==> config.mk <==
export PLATFORM = sky130hd
export DESIGN_NAME = winding_cycle_sequencer_top_flat
export DESIGN_NICKNAME = d
export VERILOG_FILES = /design/src/hdl/wcs_pkg.sv /design/src/hdl/wcs_if.sv /design/src/hdl/wcs_cfg.sv /design/src/hdl/wcs_core.sv /design/src/hdl/winding_cycle_sequencer_top.sv /design/src/flat_wrapper.sv
export VERILOG_INCLUDE_DIRS = /design/src /design/src/hdl
export SDC_FILE = /design/constraint.sdc
export NUM_CORES = 1
export LEC_CHECK = 0
export BUFFER_PORTS_ARGS = -buffer_cell sky130_fd_sc_hd__buf_2
export CORE_MARGIN = 5
export CORE_UTILIZATION = 40
export DETAILED_ROUTE_END_ITERATION = 12
export PLACE_DENSITY = 0.55
export SLEW_MARGIN = 15
export SYNTH_ARGS = -nofsm -noshare
export SYNTH_HDL_FRONTEND = slang
export SYNTH_SLANG_ARGS = --single-unit
==> constraint.sdc <==
create_clock -name clk_i -period 12.7 [get_ports clk_i]
set_input_delay 1.27 -clock clk_i [delete_from_list [all_inputs] [get_ports clk_i]]
set_output_delay 1.27 -clock clk_i [all_outputs]
set_load 0.01 [all_outputs]
==> src/hdl/winding_cycle_sequencer_top_defines.svh <==
// Assertion macros for the winding cycle sequencer.
`ifndef WINDING_CYCLE_SEQUENCER_TOP_DEFINES_SVH
`define WINDING_CYCLE_SEQUENCER_TOP_DEFINES_SVH

// Same-cycle implication, sampled on clk_i, off while rst_ni is low.
`define WCS_ASSERT_IMPL(lbl, ante, cons) \
  lbl: assert property (@(posedge clk_i) disable iff (!rst_ni) (ante) |-> (cons)) \
    else $error("wcs assertion failed");

// Next-cycle implication, sampled on clk_i, off while rst_ni is low.
`define WCS_ASSERT_NEXT(lbl, ante, cons) \
  lbl: assert property (@(posedge clk_i) disable iff (!rst_ni) (ante) |=> (cons)) \
    else $error("wcs assertion failed");

`endif

==> src/hdl/wcs_pkg.sv <==
// Package: types, phase codes, register indexes and reset values of the sequencer.
package wcs_pkg;

  localparam int unsigned PptW    = 10;
  localparam int unsigned TurnsW  = 8;
  localparam int unsigned HalfW   = 16;
  localparam int unsigned RelayW  = 24;
  localparam int unsigned CountW  = PptW + TurnsW;
  localparam int unsigned CfgDataW = 24;
  localparam int unsigned CfgIdxW  = 2;

  // Register indexes
  localparam logic [CfgIdxW-1:0] CFG_PPT   = 2'd0;
  localparam logic [CfgIdxW-1:0] CFG_TURNS = 2'd1;
  localparam logic [CfgIdxW-1:0] CFG_HALF  = 2'd2;
  localparam logic [CfgIdxW-1:0] CFG_RELAY = 2'd3;

  // Register reset values
  localparam logic [PptW-1:0]   PPT_RST   = 10'd100;
  localparam logic [TurnsW-1:0] TURNS_RST = 8'd2;
  localparam logic [HalfW-1:0]  HALF_RST  = 16'd50;
  localparam logic [RelayW-1:0] RELAY_RST = 24'd500000;

  // Sequence phases
  localparam logic [2:0] PH_IDLE   = 3'd0;
  localparam logic [2:0] PH_WIND   = 3'd1;
  localparam logic [2:0] PH_Y_OUT  = 3'd2;
  localparam logic [2:0] PH_FOOT   = 3'd3;
  localparam logic [2:0] PH_RUN    = 3'd4;
  localparam logic [2:0] PH_X_OUT  = 3'd5;
  localparam logic [2:0] PH_Y_BACK = 3'd6;
  localparam logic [2:0] PH_X_BACK = 3'd7;

  typedef struct packed {
    logic start_req;
    logic x_home;
    logic x_far;
    logic y_home;
    logic y_far;
  } in_item_t;

  typedef struct packed {
    logic       step_line;
    logic       relay_x;
    logic       relay_y;
    logic       relay_foot;
    logic       relay_run;
    logic [2:0] phase;
  } out_item_t;

  // Settings seen by the sequencer core
  typedef struct packed {
    logic [CountW-1:0] target;
    logic [HalfW-1:0]  half;
    logic [RelayW-1:0] relay;
  } cfg_t;

endpackage

==> src/hdl/wcs_if.sv <==
// Valid/ready channel interfaces for sensor ticks and result levels.
interface wcs_in_if;
  logic valid;
  logic ready;
  logic start_req;
  logic x_home;
  logic x_far;
  logic y_home;
  logic y_far;

  modport source (output valid, start_req, x_home, x_far, y_home, y_far, input ready);
  modport sink (input valid, start_req, x_home, x_far, y_home, y_far, output ready);
endinterface

interface wcs_out_if;
  logic       valid;
  logic       ready;
  logic       step_line;
  logic       relay_x;
  logic       relay_y;
  logic       relay_foot;
  logic       relay_run;
  logic [2:0] phase;

  modport source (output valid, step_line, relay_x, relay_y, relay_foot, relay_run, phase,
                  input ready);
  modport sink (input valid, step_line, relay_x, relay_y, relay_foot, relay_run, phase,
                output ready);
endinterface

==> src/hdl/wcs_cfg.sv <==
// Configuration registers and the toggle target product.
module wcs_cfg import wcs_pkg::*; (
  input  logic                clk_i,
  input  logic                rst_ni,
  input  logic                cfg_we_i,
  input  logic [CfgIdxW-1:0]  cfg_idx_i,
  input  logic [CfgDataW-1:0] cfg_data_i,
  output cfg_t                cfg_o
);

  logic [PptW-1:0]   ppt_q;
  logic [TurnsW-1:0] turns_q;
  logic [HalfW-1:0]  half_q;
  logic [RelayW-1:0] relay_q;

  always_ff @(posedge clk_i or negedge rst_ni) begin
    if (!rst_ni) begin
      ppt_q   <= PPT_RST;
      turns_q <= TURNS_RST;
      half_q  <= HALF_RST;
      relay_q <= RELAY_RST;
    end else if (cfg_we_i) begin
      unique case (cfg_idx_i)
        CFG_PPT:   ppt_q   <= cfg_data_i[PptW-1:0];
        CFG_TURNS: turns_q <= cfg_data_i[TurnsW-1:0];
        CFG_HALF:  half_q  <= cfg_data_i[HalfW-1:0];
        CFG_RELAY: relay_q <= cfg_data_i[RelayW-1:0];
        default:   ppt_q   <= ppt_q;
      endcase
    end
  end

  // Small 10 x 8 product straight off the registers, valid right after a write.
  assign cfg_o = '{target: CountW'(ppt_q) * CountW'(turns_q), half: half_q, relay: relay_q};

endmodule

==> src/hdl/wcs_core.sv <==
// Sequencer state and the per-tick phase update.
`include "winding_cycle_sequencer_top_defines.svh"

module wcs_core import wcs_pkg::*; (
  input  logic      clk_i,
  input  logic      rst_ni,
  input  logic      step_i,
  input  in_item_t  item_i,
  input  cfg_t      cfg_i,
  output out_item_t res_o
);

  logic [2:0]        phase_q, phase_d;
  logic [CountW-1:0] count_q, count_d;
  logic [HalfW-1:0]  since_q, since_d, since_inc;
  logic [RelayW-1:0] timer_q, timer_d, timer_inc;
  logic              armed_q, armed_d;
  logic              step_q, step_d;
  logic              x_q, x_d;
  logic              y_q, y_d;
  logic              foot_q, foot_d;
  logic              run_q, run_d;
  logic              relay_lvl;
  logic              relay_done;

  assign since_inc  = (since_q != '1) ? since_q + 1'b1 : since_q;
  assign timer_inc  = (timer_q != '1) ? timer_q + 1'b1 : timer_q;
  assign relay_done = (timer_inc > cfg_i.relay) || (timer_inc == '1);

  // Shared pulse logic for the foot and run relays
  always_comb begin
    if (!armed_q) begin
      relay_lvl = 1'b1;
    end else begin
      relay_lvl = !relay_done;
    end
  end

  always_comb begin
    phase_d = phase_q;
    count_d = count_q;
    since_d = since_inc;
    timer_d = timer_q;
    armed_d = armed_q;
    step_d  = step_q;
    x_d     = x_q;
    y_d     = y_q;
    foot_d  = foot_q;
    run_d   = run_q;
    unique case (phase_q)
      PH_IDLE: begin
        if (item_i.start_req) phase_d = PH_WIND;
      end
      PH_WIND: begin
        if (count_q < cfg_i.target) begin
          if ((since_inc > cfg_i.half) || (since_inc == '1)) begin
            step_d  = !step_q;
            since_d = '0;
            count_d = count_q + 1'b1;
          end
        end else begin
          phase_d = PH_Y_OUT;
        end
      end
      PH_Y_OUT: begin
        y_d = 1'b0;
        if (item_i.y_far) phase_d = PH_FOOT;
      end
      PH_FOOT, PH_RUN: begin
        if (phase_q == PH_FOOT) foot_d = relay_lvl;
        else run_d = relay_lvl;
        if (!armed_q) begin
          timer_d = '0;
          armed_d = 1'b1;
        end else begin
          timer_d = timer_inc;
          if (relay_done) begin
            armed_d = 1'b0;
            phase_d = phase_q + 3'd1;
          end
        end
      end
      PH_X_OUT: begin
        x_d = 1'b0;
        if (item_i.x_far) phase_d = PH_Y_BACK;
      end
      PH_Y_BACK: begin
        y_d = 1'b1;
        if (item_i.y_home) phase_d = PH_X_BACK;
      end
      PH_X_BACK: begin
        x_d = 1'b1;
        if (item_i.x_home) begin
          count_d = '0;
          phase_d = PH_IDLE;
        end
      end
      default: phase_d = PH_IDLE;
    endcase
  end

  always_ff @(posedge clk_i or negedge rst_ni) begin
    if (!rst_ni) begin
      phase_q <= PH_IDLE;
      count_q <= '0;
      since_q <= '1;
      timer_q <= '0;
      armed_q <= 1'b0;
      step_q  <= 1'b0;
      x_q     <= 1'b0;
      y_q     <= 1'b0;
      foot_q  <= 1'b0;
      run_q   <= 1'b0;
    end else if (step_i) begin
      phase_q <= phase_d;
      count_q <= count_d;
      since_q <= since_d;
      timer_q <= timer_d;
      armed_q <= armed_d;
      step_q  <= step_d;
      x_q     <= x_d;
      y_q     <= y_d;
      foot_q  <= foot_d;
      run_q   <= run_d;
    end
  end

  assign res_o = '{step_line: step_d, relay_x: x_d, relay_y: y_d, relay_foot: foot_d,
                   relay_run: run_d, phase: phase_d};

  `WCS_ASSERT_IMPL(a_armed_in_pulse, armed_q, (phase_q == PH_FOOT) || (phase_q == PH_RUN))
  `WCS_ASSERT_IMPL(a_foot_in_phase, foot_q, phase_q == PH_FOOT)
  `WCS_ASSERT_IMPL(a_run_in_phase, run_q, phase_q == PH_RUN)
  `WCS_ASSERT_NEXT(a_hold_no_tick, !step_i, $stable(phase_q) && $stable(count_q))

endmodule

==> src/hdl/winding_cycle_sequencer_top.sv <==
// Top level of the winding cycle sequencer: channel registers around the core.
//
// Winding cycle sequencer. Each input transaction is one microsecond tick with a
// start request and the four cylinder limit sensors; each tick yields exactly one
// output transaction with the step line, the four relay levels and the phase after
// that tick. Phase 0 is idle and leaves only on start; phase 1 toggles the step line
// whenever more than toggle_half_period_us ticks have passed, until
// pulses_per_turn * turns toggles are done; phases 2..7 drive Y out, pulse foot,
// pulse run, drive X out, bring Y back, bring X back, then return to idle.
// Rate: one transaction per clock cycle sustained while out_o.ready is held high; the
// output is offered after its tick passes the input register, then the result register.
// The whole phase update is one pass of logic between those two registers.
// Configuration: write cfg_we_i/cfg_idx_i/cfg_data_i only while idle; index 0
// pulses_per_turn, 1 turns, 2 toggle_half_period_us, 3 relay_pulse_us. New settings,
// the turn product included, apply to every tick accepted from the write edge on.
// Reset: rst_ni is asynchronous, active low; no clearing pass is needed.
module winding_cycle_sequencer_top import wcs_pkg::*; (
  input  logic                clk_i,
  input  logic                rst_ni,
  input  logic                cfg_we_i,
  input  logic [CfgIdxW-1:0]  cfg_idx_i,
  input  logic [CfgDataW-1:0] cfg_data_i,
  wcs_in_if.sink              in_i,
  wcs_out_if.source           out_o
);

  cfg_t      cfg;
  in_item_t  in_q;
  logic      in_vld_q;
  out_item_t res;
  out_item_t out_q;
  logic      out_vld_q;
  logic      adv;

  wcs_cfg u_cfg (
    .clk_i      (clk_i),
    .rst_ni     (rst_ni),
    .cfg_we_i   (cfg_we_i),
    .cfg_idx_i  (cfg_idx_i),
    .cfg_data_i (cfg_data_i),
    .cfg_o      (cfg)
  );

  // Tick moves from the input register into the result register
  assign adv        = in_vld_q && (!out_vld_q || out_o.ready);
  assign in_i.ready = !in_vld_q || adv;

  always_ff @(posedge clk_i or negedge rst_ni) begin
    if (!rst_ni) begin
      in_vld_q <= 1'b0;
    end else if (in_i.ready) begin
      in_vld_q <= in_i.valid;
    end
  end

  always_ff @(posedge clk_i) begin
    if (in_i.ready && in_i.valid) begin
      in_q <= '{start_req: in_i.start_req, x_home: in_i.x_home, x_far: in_i.x_far,
                y_home: in_i.y_home, y_far: in_i.y_far};
    end
  end

  wcs_core u_core (
    .clk_i  (clk_i),
    .rst_ni (rst_ni),
    .step_i (adv),
    .item_i (in_q),
    .cfg_i  (cfg),
    .res_o  (res)
  );

  always_ff @(posedge clk_i or negedge rst_ni) begin
    if (!rst_ni) begin
      out_vld_q <= 1'b0;
    end else if (adv) begin
      out_vld_q <= 1'b1;
    end else if (out_o.ready) begin
      out_vld_q <= 1'b0;
    end
  end

  always_ff @(posedge clk_i) begin
    if (adv) begin
      out_q <= res;
    end
  end

  assign out_o.valid      = out_vld_q;
  assign out_o.step_line  = out_q.step_line;
  assign out_o.relay_x    = out_q.relay_x;
  assign out_o.relay_y    = out_q.relay_y;
  assign out_o.relay_foot = out_q.relay_foot;
  assign out_o.relay_run  = out_q.relay_run;
  assign out_o.phase      = out_q.phase;

endmodule
==> src/flat_wrapper.sv <==
// flat-port wrapper written by rule: the top's interface ports become plain ports
module winding_cycle_sequencer_top_flat import wcs_pkg::*;
  (clk_i, rst_ni, cfg_we_i, cfg_idx_i, cfg_data_i, in_i_valid, in_i_start_req, in_i_x_home, in_i_x_far, in_i_y_home, in_i_y_far, in_i_ready, out_o_valid, out_o_step_line, out_o_relay_x, out_o_relay_y, out_o_relay_foot, out_o_relay_run, out_o_phase, out_o_ready);
  wcs_in_if in_i_i ();
  wcs_out_if out_o_i ();
  input  logic clk_i;
  input  logic rst_ni;
  input  logic cfg_we_i;
  input  logic [CfgIdxW-1:0] cfg_idx_i;
  input  logic [CfgDataW-1:0] cfg_data_i;
  input wire logic [$bits(in_i_i.valid)-1:0] in_i_valid;
  input wire logic [$bits(in_i_i.start_req)-1:0] in_i_start_req;
  input wire logic [$bits(in_i_i.x_home)-1:0] in_i_x_home;
  input wire logic [$bits(in_i_i.x_far)-1:0] in_i_x_far;
  input wire logic [$bits(in_i_i.y_home)-1:0] in_i_y_home;
  input wire logic [$bits(in_i_i.y_far)-1:0] in_i_y_far;
  output wire logic [$bits(in_i_i.ready)-1:0] in_i_ready;
  output wire logic [$bits(out_o_i.valid)-1:0] out_o_valid;
  output wire logic [$bits(out_o_i.step_line)-1:0] out_o_step_line;
  output wire logic [$bits(out_o_i.relay_x)-1:0] out_o_relay_x;
  output wire logic [$bits(out_o_i.relay_y)-1:0] out_o_relay_y;
  output wire logic [$bits(out_o_i.relay_foot)-1:0] out_o_relay_foot;
  output wire logic [$bits(out_o_i.relay_run)-1:0] out_o_relay_run;
  output wire logic [$bits(out_o_i.phase)-1:0] out_o_phase;
  input wire logic [$bits(out_o_i.ready)-1:0] out_o_ready;
  assign in_i_i.valid = in_i_valid;
  assign in_i_i.start_req = in_i_start_req;
  assign in_i_i.x_home = in_i_x_home;
  assign in_i_i.x_far = in_i_x_far;
  assign in_i_i.y_home = in_i_y_home;
  assign in_i_i.y_far = in_i_y_far;
  assign in_i_ready = in_i_i.ready;
  assign out_o_valid = out_o_i.valid;
  assign out_o_step_line = out_o_i.step_line;
  assign out_o_relay_x = out_o_i.relay_x;
  assign out_o_relay_y = out_o_i.relay_y;
  assign out_o_relay_foot = out_o_i.relay_foot;
  assign out_o_relay_run = out_o_i.relay_run;
  assign out_o_phase = out_o_i.phase;
  assign out_o_i.ready = out_o_ready;
  winding_cycle_sequencer_top u_core (.clk_i(clk_i), .rst_ni(rst_ni), .cfg_we_i(cfg_we_i), .cfg_idx_i(cfg_idx_i), .cfg_data_i(cfg_data_i), .in_i(in_i_i), .out_o(out_o_i));
endmodule
==> run metrics, run 1 <==
status finished clean; Worst-path clk slew 0.07 ns; vias in the first global route 8992; Unique masters post-synth 78; Avg WL per Cell 16.3 um; layout cell share with drive strength beyond 1 0.162; top post-synthesis cells by area dfrtp_1 21%, ha_1 11%, fa_1 8.3%; commonest register cell after synthesis dfrtp_1; dpl hpwl 20100 um; Clk Latency, worst-skew pair 0.43 ns; antenna cells 0; placed inst area 12100 um^2; Die X 180 um; Post-Synth Simple-Gate Area 0.187; largest family of logic cells by synthesized area adder cells; most frequent cell after synthesis inv_1; Final Wtd Congestion 0.835; Initial Utilization 0.405; Post-synth EDFFs 13; Post-Synth XOR/XNOR Area 0.0271; top fanout value on the critical path 37; # nets final 1456; syn avg cell area 9.28 um^2; CTS Root Cell clkbuf_16; final setup fails 0; Pre-antenna DRT Iters 5; Final Critical Period 7.55 ns; FILL cells 2849; WP data arrival 7.85 ns; most frequent cells after synthesis 148 x inv_1, 121 x nand2_1, 104 x ha_1; Async S/R FF share, synth 0.907; Final Hold Fails 0; kind of critical path register to register; Total GRT Usage 0.169; Antenna Nets Post-Route 0; Slew Limit Fails 0; Max transition margin 0.362; P_leak 5.88 nW; element type at the critical path end register; Syn Inst Count 1252; # rows 62; drt drc 0; RSZ-0062 raised after global routing no; storage element area 3610 um^2; largest area contributor in the netlist dfrtp_1; top cell type's share of synthesized area 0.209; Die H 180 um; Max-cap violations 0; Clock Path Buffers 2; Die Area 32600 um^2; I/O pin count 46; Compound-Gate Fraction of Synth Area 0.138; CP Cell Sequence nand2_1, fa_1, fa_1, inv_1, fa_1, inv_1, fa_1, inv_1, ha_1, inv_1, o21bai_1, a31o_2, a21oi_1, xor2_1, ha_1, a21o_1, a211o_1, a211oi_1, o31ai_1, a2111oi_0, a22o_1, buf_4, o21a_1, mux2_2; area of the multi-input gates 7150 um^2; Area Growth Syn to Fin 9.01%; initial antenna violation count 0; number of synthesized register bits 140; Worst-Margin Slew 0.957 ns; Synth Cell Area 11600 um^2; post-synthesis mux area share 0.0686; CTS hold repair buffers 0; Crit-path slowest cell o21a_1; TritonCTS clock tree done; first-pass GRT wire length 45900 um; number of vias per cell 5.41; Num CTS Buffers 17; Synth Warn # 0; crit-path max cell delay 0.67 ns; Required @ worst endpoint 13.01 ns; via count 9009; # clock sinks 140; core footprint 28700 um^2; post-synthesis adder-cell area fraction 0.195; remaining global-route overflow 0; H-tree levels 4; Power per Cell Area 244 nW/um^2; PostCTS Resize Cnt 0; syn nets 1440; Max Clk Rate 133 MHz; Hold Path Class register to register; sequential share of the synthesized area 0.310; initial drt markers 592; crit share post-route 0.594; I/O Buffers 45; pin count of the biggest net entering global routing 74; Setup Fix Bufs, Post-CTS 0; setup TNS 0 ns; Max VDD drop 0.196 mV; WL final 27100 um; Worst Skew 0.0145 ns; cell area after layout 12700 um^2; Critical Path Start Type register
-- layout by cell type (no fill, tap or decap), types with 9 or more instances in the layout --
cell type / instances
or3_1: 18
nand4_1: 25
o2111ai_1: 9
nand2b_1: 9
nand2_1: 121
o211ai_1: 35
inv_1: 148
and3_1: 13
edfxtp_1: 13
nor2_1: 39
nand3_1: 33
and2_1: 71
o21ai_0: 53
mux2_2: 69
fa_1: 48
buf_2: 44
a21oi_1: 46
buf_4: 10
xnor2_1: 23
a22o_1: 13
clkbuf_16: 17
o31ai_1: 9
dfrtp_1: 97
dfstp_2: 30
xor2_1: 13
a21o_1: 16
ha_1: 103
nor3_1: 23
nor4_1: 10
nand3b_1: 10
-- kinds of logic (layout without fill, tap and decap cells) --
kind of cell             count (synthesis)  in the layout
AND/OR/NAND/NOR                        408            408
AO/OA/AOI/OAI                          238            238
XOR/XNOR                                36             36
adder cells (fa/ha/maj)                152            152
multiplexers                            71             71
buffers and inverters                  207            236
flip-flops                             140            140
-- worst paths after layout --
kind	startpoint	to	slack, ns	depth (start not counted)
worst max register to register	u_core.u_cfg.ppt_q[2]	u_core.u_core.count_q[1]	5.15	24
worst max-delay path	u_core.u_cfg.ppt_q[2]	u_core.u_core.count_q[1]	5.15	24
max in group asynchronous	rst_ni	u_core.u_cfg.turns_q[3]	10.51	2
worst min register to register	u_core.u_core.x_q	u_core.u_core.x_q	0.48	2
worst min-delay path	u_core.u_core.x_q	u_core.u_core.x_q	0.48	2
min in group asynchronous	rst_ni	u_core.u_core.count_q[5]	0.82	1
-- cell type report --
cell class | count | area share
Multi-Input combinational cell | 905 | 0.565
Sequential cell | 140 | 0.285
Inverter | 149 | 0.0442
Tap cell | 384 | 0.0379
Clock buffer | 18 | 0.0347
Timing Repair Buffer | 55 | 0.0242
Clock inverter | 14 | 0.00958
-- through the flow --
| stage | utilization | std cells | worst slack [ns] | hold slack (ns) | power [mW] |
|---|---|---|---|---|---|
| 3_5_place_dp | 0.422 | 1633 | 5.17 | 0.471 | 2.62 |
| 2_1_floorplan | - | 1252 | 6.42 | 0.445 | 2.19 |
| 3_3_place_gp | 0.422 | 1633 | 5.37 | 0.459 | 2.60 |
| 6_report | 0.441 | 1665 | 5.15 | 0.484 | 3.09 |
| 5_1_grt | 0.441 | 1665 | 4.60 | 0.515 | 3.49 |
| 4_1_cts | 0.441 | 1665 | 5.16 | 0.487 | 3.13 |
-- power breakdown --
part / total [mW] / internal, mW / switching (mW) / leakage [nW]
clock: 0.484 / 0.263 / 0.221 / 0.279
combinational: 1.93 / 0.861 / 1.07 / 4.01
sequential: 0.673 / 0.558 / 0.116 / 1.59
-- sequential cells by signal, indices dropped and copies added (netlist names) --
name and cells:
u_core.u_cfg.relay_q 24, u_core.u_core.timer_q 24, u_core.u_core.count_q 18, u_core.u_cfg.half_q 16
u_core.u_core.since_q 16, u_core.u_cfg.ppt_q 10, u_core.u_cfg.turns_q 8, u_core.in_q 5
u_core.out_o.phase 3, u_core.u_core.phase_q 3, u_core.in_vld_q 1, u_core.out_o.relay_foot 1
u_core.out_o.relay_run 1, u_core.out_o.relay_x 1, u_core.out_o.relay_y 1, u_core.out_o.step_line 1
u_core.out_o.valid 1, u_core.u_core.armed_q 1, u_core.u_core.foot_q 1, u_core.u_core.run_q 1
u_core.u_core.step_q 1, u_core.u_core.x_q 1, u_core.u_core.y_q 1
-- per-layer routing --
layer / share of wire / GRT usage / up-vias / routed length, um
met3: 0.027 / 0.0202 / 30 / 726
met1: 0.45 / 0.224 / 4397 / 12200
met4: 0.016 / 0.0472 / 0 / 442
li1: - / - / 4419 / -
met5: 0 / 0 / - / 0
met2: 0.51 / 0.294 / 163 / 13700
-- worst max-delay path: cells and delay by family (launching register included) --
family | cells | cell delay (ns)
buffers and inverters | 5 | 0.63
AO/OA/AOI/OAI | 10 | 2.88
AND/OR/NAND/NOR | 1 | 0.08
flip-flops | 1 | 0.60
multiplexers | 1 | 0.40
adder cells (fa/ha/maj) | 6 | 2.65
XOR/XNOR | 1 | 0.16
Note: power is estimated with default switching activity, not from simulation.
==> inputs of run 2 (changes only) <==
==> constraint.sdc (replaced) <==
create_clock -name clk_i -period 7.13 [get_ports clk_i]
set_input_delay 0.713 -clock clk_i [delete_from_list [all_inputs] [get_ports clk_i]]
set_output_delay 0.713 -clock clk_i [all_outputs]
set_load 0.01 [all_outputs]
==> run metrics, run 2 (synthesis results as in run 1) <==
Power per Cell Area 435 nW/um^2 (+78%); setup TNS 0 ns (unchanged); kind of critical path register to register; Pre-antenna DRT Iters 4 (-1); top fanout value on the critical path 9 (-76%); remaining global-route overflow 0 (unchanged); Antenna Nets Post-Route 0 (unchanged); internal power 2.99 mW (+78%); crit share post-route 0.911 (+0.317); placed insts 1636 (+0.18%); Die H 180 um (unchanged); Switch Pwr 2.53 mW (+80%); Critical Path Start Type register; Setup crit end u_core.u_core.count_q[3]; Area Growth Syn to Fin 9.27%; final setup fails 0 (unchanged); initial antenna violation count 0 (unchanged); via count 9012 (+0.033%); Clock Path Buffers 2 (unchanged); worst r2r src u_core.u_cfg.ppt_q[2]; number of vias per cell 5.40 (-0.15%); Max transition margin 0.368 (+0.00593); Initial Utilization 0.405 (unchanged); Required @ worst endpoint 7.46 ns (-5.55 ns); WL final 27800 um (+2.4%); CTS Root Cell clkbuf_16; # rows 62 (unchanged); worst hold slack 0.274 ns (-0.210 ns); vias in the first global route 9057 (+0.72%); WP data arrival 6.82 ns (-1.03 ns); core footprint 28700 um^2 (unchanged); drt drc 0 (unchanged); Total GRT Usage 0.172 (+0.00278); Clk pwr share 0.159 (+0.002); I/O pin count 46 (unchanged); Final Core Density 0.442 (+0.00105); status finished clean; first-pass GRT wire length 46400 um (+1.1%); most common cell after layout, fill and taps aside inv_1; Hold Path Class input pin to asynchronous set/reset pin; # clock sinks 140 (unchanged); sequential power share 0.219 (about the same); Avg WL per Cell 16.6 um (+2.2%); Die Area 32600 um^2 (unchanged); pin count of the biggest net entering global routing 66 (-11%); Final Critical Period 6.49 ns (-1.05 ns); Worst-path clk slew 0.07 ns (about the same); P_leak 5.90 nW (+0.32%); FILL cells 2857 (+0.28%); RSZ-0062 raised after global routing no; Max-cap violations 0 (unchanged); dpl hpwl 20800 um (+3.4%); top flop regs u_core.u_cfg.relay_q (24), u_core.u_core.timer_q (24), u_core.u_core.count_q (18); CP startpoint u_core.u_cfg.ppt_q[2]; Reg-to-Reg End u_core.u_core.count_q[3]; Max VDD drop 0.352 mV (+80%); Overall Power 5.52 mW (+79%); Slew Limit Fails 0 (unchanged); I/O Buffers 45 (unchanged); switch share 0.459 (+0.00261); H-tree levels 4 (unchanged); element type at the critical path end register; CTS hold repair buffers 0 (unchanged); most frequent cells in the layout 148 x inv_1, 121 x nand2_1, 103 x ha_1; Die X 180 um (unchanged); Num CTS Buffers 17 (unchanged); Max Clk Rate 154 MHz (+16%); # nets final 1459 (+0.21%); Setup Fix Bufs, Post-CTS 0 (unchanged); Gate power share 0.622 (-0.004); Worst-Margin Slew 0.946 ns (-0.0112 ns); Clk Latency, worst-skew pair 0.42 ns (about the same); TritonCTS clock tree done; antenna cells 0 (unchanged); PostCTS Resize Cnt 0 (unchanged); R2R Setup Slk 0.64 ns (-4.52 ns); Final Hold Fails 0 (unchanged); Final Wtd Congestion 0.847 (+1.5%); worst reg-to-reg path cell count 22 (-8.3%); initial drt markers 497 (-16%); Worst Skew 0.0120 ns (-0.00256 ns); layout cell share with drive strength beyond 1 0.164 (+0.00196); Finished Layout Cells 1668 (+0.18%)
run 2: worst min-delay path by stage:
stage | end | slack, ns | cells after the start
2_1_floorplan | u_core.in_vld_q | 0.42 | 0
3_3_place_gp | u_core.u_core.x_q | 0.46 | 2
3_5_place_dp | u_core.u_core.x_q | 0.47 | 2
4_1_cts | u_core.out_o.valid | 0.31 | 1
5_1_grt | u_core.u_core.count_q[11] | 0.33 | 1
6_report | u_core.u_core.count_q[11] | 0.27 | 1
run 2: metrics by stage:
stage | worst slack, ns | cell area, um^2
after floorplan | 0.850 | 11600
after global placement | 0.671 | 12100
after detailed placement | 0.641 | 12100
after CTS | 0.604 | 12700
after global routing | 0.152 | 12700
final | 0.636 | 12700
run 2: layout make-up:
type / instances / area [um^2] / area share
clock inverters: 15 / 143 / 0.0112
inverters: 149 / 559 / 0.0441
multi-input cells: 905 / 7150 / 0.563
flip-flops and latches: 140 / 3610 / 0.284
well taps: 384 / 480 / 0.0378
clock buffers: 17 / 425 / 0.0335
repair buffers: 58 / 329 / 0.0259
run 2: worst max-delay path: stages, from the launching register on:
cell and delay, ns:
dfstp_2 0.61, and2_1 0.17, fa_1 0.45, fa_1 0.54, fa_1 0.55, inv_1 0.05, fa_1 0.52, inv_1 0.04
ha_1 0.35, a21o_1 0.20, a31oi_1 0.27, o211ai_1 0.20, a31oi_1 0.19, o21ai_0 0.11, xnor2_1 0.14, ha_1 0.29
o2111ai_1 0.10, o31ai_1 0.52, a211oi_1 0.21, a22o_1 0.28, o21a_1 0.25, buf_4 0.19, o211ai_1 0.17
run 2: power by group through the flow:
stage | combinational, mW | clock, mW | sequential [mW]
6_report | 3.43 | 0.879 | 1.21
5_1_grt | 4.05 | 0.942 | 1.24
4_1_cts | 3.50 | 0.903 | 1.21
3_5_place_dp | 3.47 | 0 | 1.22
3_3_place_gp | 3.42 | 0 | 1.22
2_1_floorplan | 2.81 | 0 | 1.10
run 2: per-layer routing:
layer	vias up	GRT usage	part of all wire
met5	-	0	0
met4	0	0.0514	0.024
li1	4431	-	-
met2	106	0.298	0.50
met3	32	0.0206	0.021
met1	4443	0.227	0.46
==> inputs of run 3 (changes only) <==
--- a/config.mk
+++ b/config.mk
@@ -10,7 +10,7 @@
 export CORE_MARGIN = 5
 export CORE_UTILIZATION = 40
 export DETAILED_ROUTE_END_ITERATION = 12
-export PLACE_DENSITY = 0.55
+export PLACE_DENSITY_LB_ADDON = 0.15
 export SLEW_MARGIN = 15
 export SYNTH_ARGS = -nofsm -noshare
 export SYNTH_HDL_FRONTEND = slang
==> constraint.sdc (replaced) <==
create_clock -name clk_i -period 7.1 [get_ports clk_i]
set_input_delay 1.065 -clock clk_i [delete_from_list [all_inputs] [get_ports clk_i]]
set_output_delay 1.065 -clock clk_i [all_outputs]
set_load 0.01 [all_outputs]
==> run metrics, run 3 (synthesis results as in run 1) <==
status finished clean; Power per Cell Area 438 nW/um^2 (+0.71%); Worst Skew 0.0152 ns (+0.00326 ns); Overall Power 5.57 mW (+0.78%); TritonCTS clock tree done; storage element area 3610 um^2 (about the same); number of vias per cell 5.40 (about the same); Clk Latency, worst-skew pair 0.43 ns (about the same); Die X 180 um (unchanged); Final Wtd Congestion 0.829 (-2.1%); via count 9000 (-0.13%); Finished Layout Cells 1667 (-0.060%); Worst-Margin Slew 0.912 ns (-0.0337 ns); Final Hold Fails 0 (unchanged); RSZ-0062 raised after global routing no; WL final 27900 um (+0.54%); first-pass GRT wire length 46500 um (+0.16%); initial drt markers 392 (-21%); core footprint 28700 um^2 (unchanged); Max-cap violations 0 (unchanged); final setup fails 0 (unchanged); CTS Root Cell clkbuf_16; most frequent cells in the layout 148 x inv_1, 121 x nand2_1, 104 x ha_1; P_leak 5.88 nW (-0.21%); WP data arrival 6.91 ns (+0.09 ns); setup TNS 0 ns (unchanged); antenna cells 0 (unchanged); Max Clk Rate 153 MHz (-0.92%); Setup Fix Bufs, Post-CTS 0 (unchanged); # rows 62 (unchanged); Required @ worst endpoint 7.45 ns (about the same); crit share post-route 0.923 (+0.0124); vias in the first global route 8941 (-1.3%); Num CTS Buffers 17 (unchanged); Area Growth Syn to Fin 9.35% (about the same); I/O pin count 46 (unchanged); worst r2r src u_core.u_cfg.turns_q[4]; pin count of the biggest net entering global routing 71 (+7.6%); Total GRT Usage 0.172 (about the same); Die Area 32600 um^2 (unchanged); CP startpoint u_core.u_cfg.turns_q[4]; hold path start u_core.u_core.x_q; worst hold slack 0.477 ns (+0.203 ns); Clock Path Buffers 2 (unchanged); most common cell after layout, fill and taps aside inv_1; area of the multi-input gates 7160 um^2 (about the same); Die H 180 um (unchanged); top flop regs u_core.u_cfg.relay_q (24), u_core.u_core.timer_q (24), u_core.u_core.count_q (18); remaining global-route overflow 0 (unchanged); dpl hpwl 20500 um (-1.1%); Max transition margin 0.390 (+0.0225); Final Critical Period 6.55 ns (+0.0604 ns); top fanout value on the critical path 36 (+27); Max VDD drop 0.361 mV (+2.4%); H-tree levels 4 (unchanged); Critical Path Start Type register; FILL cells 2858 (+0.035%); element type at the critical path end register; Slew Limit Fails 0 (unchanged); # clock sinks 140 (unchanged); initial antenna violation count 0 (unchanged); Initial Utilization 0.405 (unchanged); kind of critical path register to register; # nets final 1458 (-0.069%); Worst-path clk slew 0.07 ns (about the same); Avg WL per Cell 16.7 um (+0.60%); I/O Buffers 45 (unchanged); drt drc 0 (unchanged); layout cell share with drive strength beyond 1 0.164 (+0.000907); Pre-antenna DRT Iters 5 (+1); Hold Path Class register to register; placed insts 1635 (-0.061%); Antenna Nets Post-Route 0 (unchanged)
==> run 3: cell count changes in the layout (fill, tap and decap cells not counted), sizes merged <==
cell	previous run	this run
inv	160	153
buf	58	57
bufinv	0	1
clkbuf	17	18
clkinv	3	5
clkinvlp	1	4
==> run 3: what timing repair did <==
action | in CTS | in global routing
resized for setup | 0 | 5
endpoints found under the setup margin | 0 | 25
hold buffers | 0 | 0
==> run 3: area by class of cell <==
type / instances / share of cell area
sequential: 140 / 0.284
tap: 384 / 0.0378
clock buffer: 18 / 0.0346
timing repair buffer: 57 / 0.0256
clock inverter: 14 / 0.0106
inverter: 149 / 0.0440
multi-input combinational: 905 / 0.563
==> run 3: metrics by stage <==
step	setup WS, ns	utilization	cell area (um^2)
finish	0.545	0.443	12700
global route	0.0752	0.443	12700
CTS	0.291	0.442	12700
detailed placement	0.346	0.422	12100
global placement	0.410	0.422	12100
floorplan	0.820	-	11600
==> run 3: critical path, cell delays in order, from the launching register on <==
cell and delay, ns:
dfrtp_1 0.50, and2_1 0.21, fa_1 0.45, fa_1 0.54, inv_1 0.05, fa_1 0.46, fa_1 0.54, inv_1 0.04
ha_1 0.29, a21oi_1 0.20, o21bai_1 0.12, a31o_2 0.29, a21oi_1 0.17, xor2_1 0.17, ha_1 0.26, a21o_1 0.16
a211o_1 0.30, a211oi_1 0.23, o31ai_1 0.18, a2111oi_1 0.40, a22o_1 0.23, buf_6 0.30, nor2_1 0.12, a22o_1 0.25
==> run 3: report_power, final <==
group	internal (mW)	leakage, nW	total [mW]	switching, mW
Sequential	0.998	1.59	1.21	0.215
Combinational	1.54	4.02	3.47	1.92
Clock	0.498	0.272	0.886	0.388
Total	3.04	5.88	5.57	2.53
==> run 3: final timing paths <==
path,to,slack [ns],cells past startpoint
min,u_core.u_core.x_q,0.48,2
max in group asynchronous,u_core.u_cfg.turns_q[6],5.17,2
max reg2reg,u_core.u_core.since_q[3],0.55,23
min in group asynchronous,u_core.u_core.count_q[11],0.64,1
min reg2reg,u_core.u_core.x_q,0.48,2
max,u_core.u_core.since_q[3],0.55,23
==> run 3: routing by layer <==
layer / GRT usage / wire, um / part of all wire
met1: 0.228 / 12800 / 0.46
met2: 0.294 / 13800 / 0.49
met3: 0.0246 / 698 / 0.025
met4: 0.0520 / 591 / 0.021
met5: 0 / 0 / 0
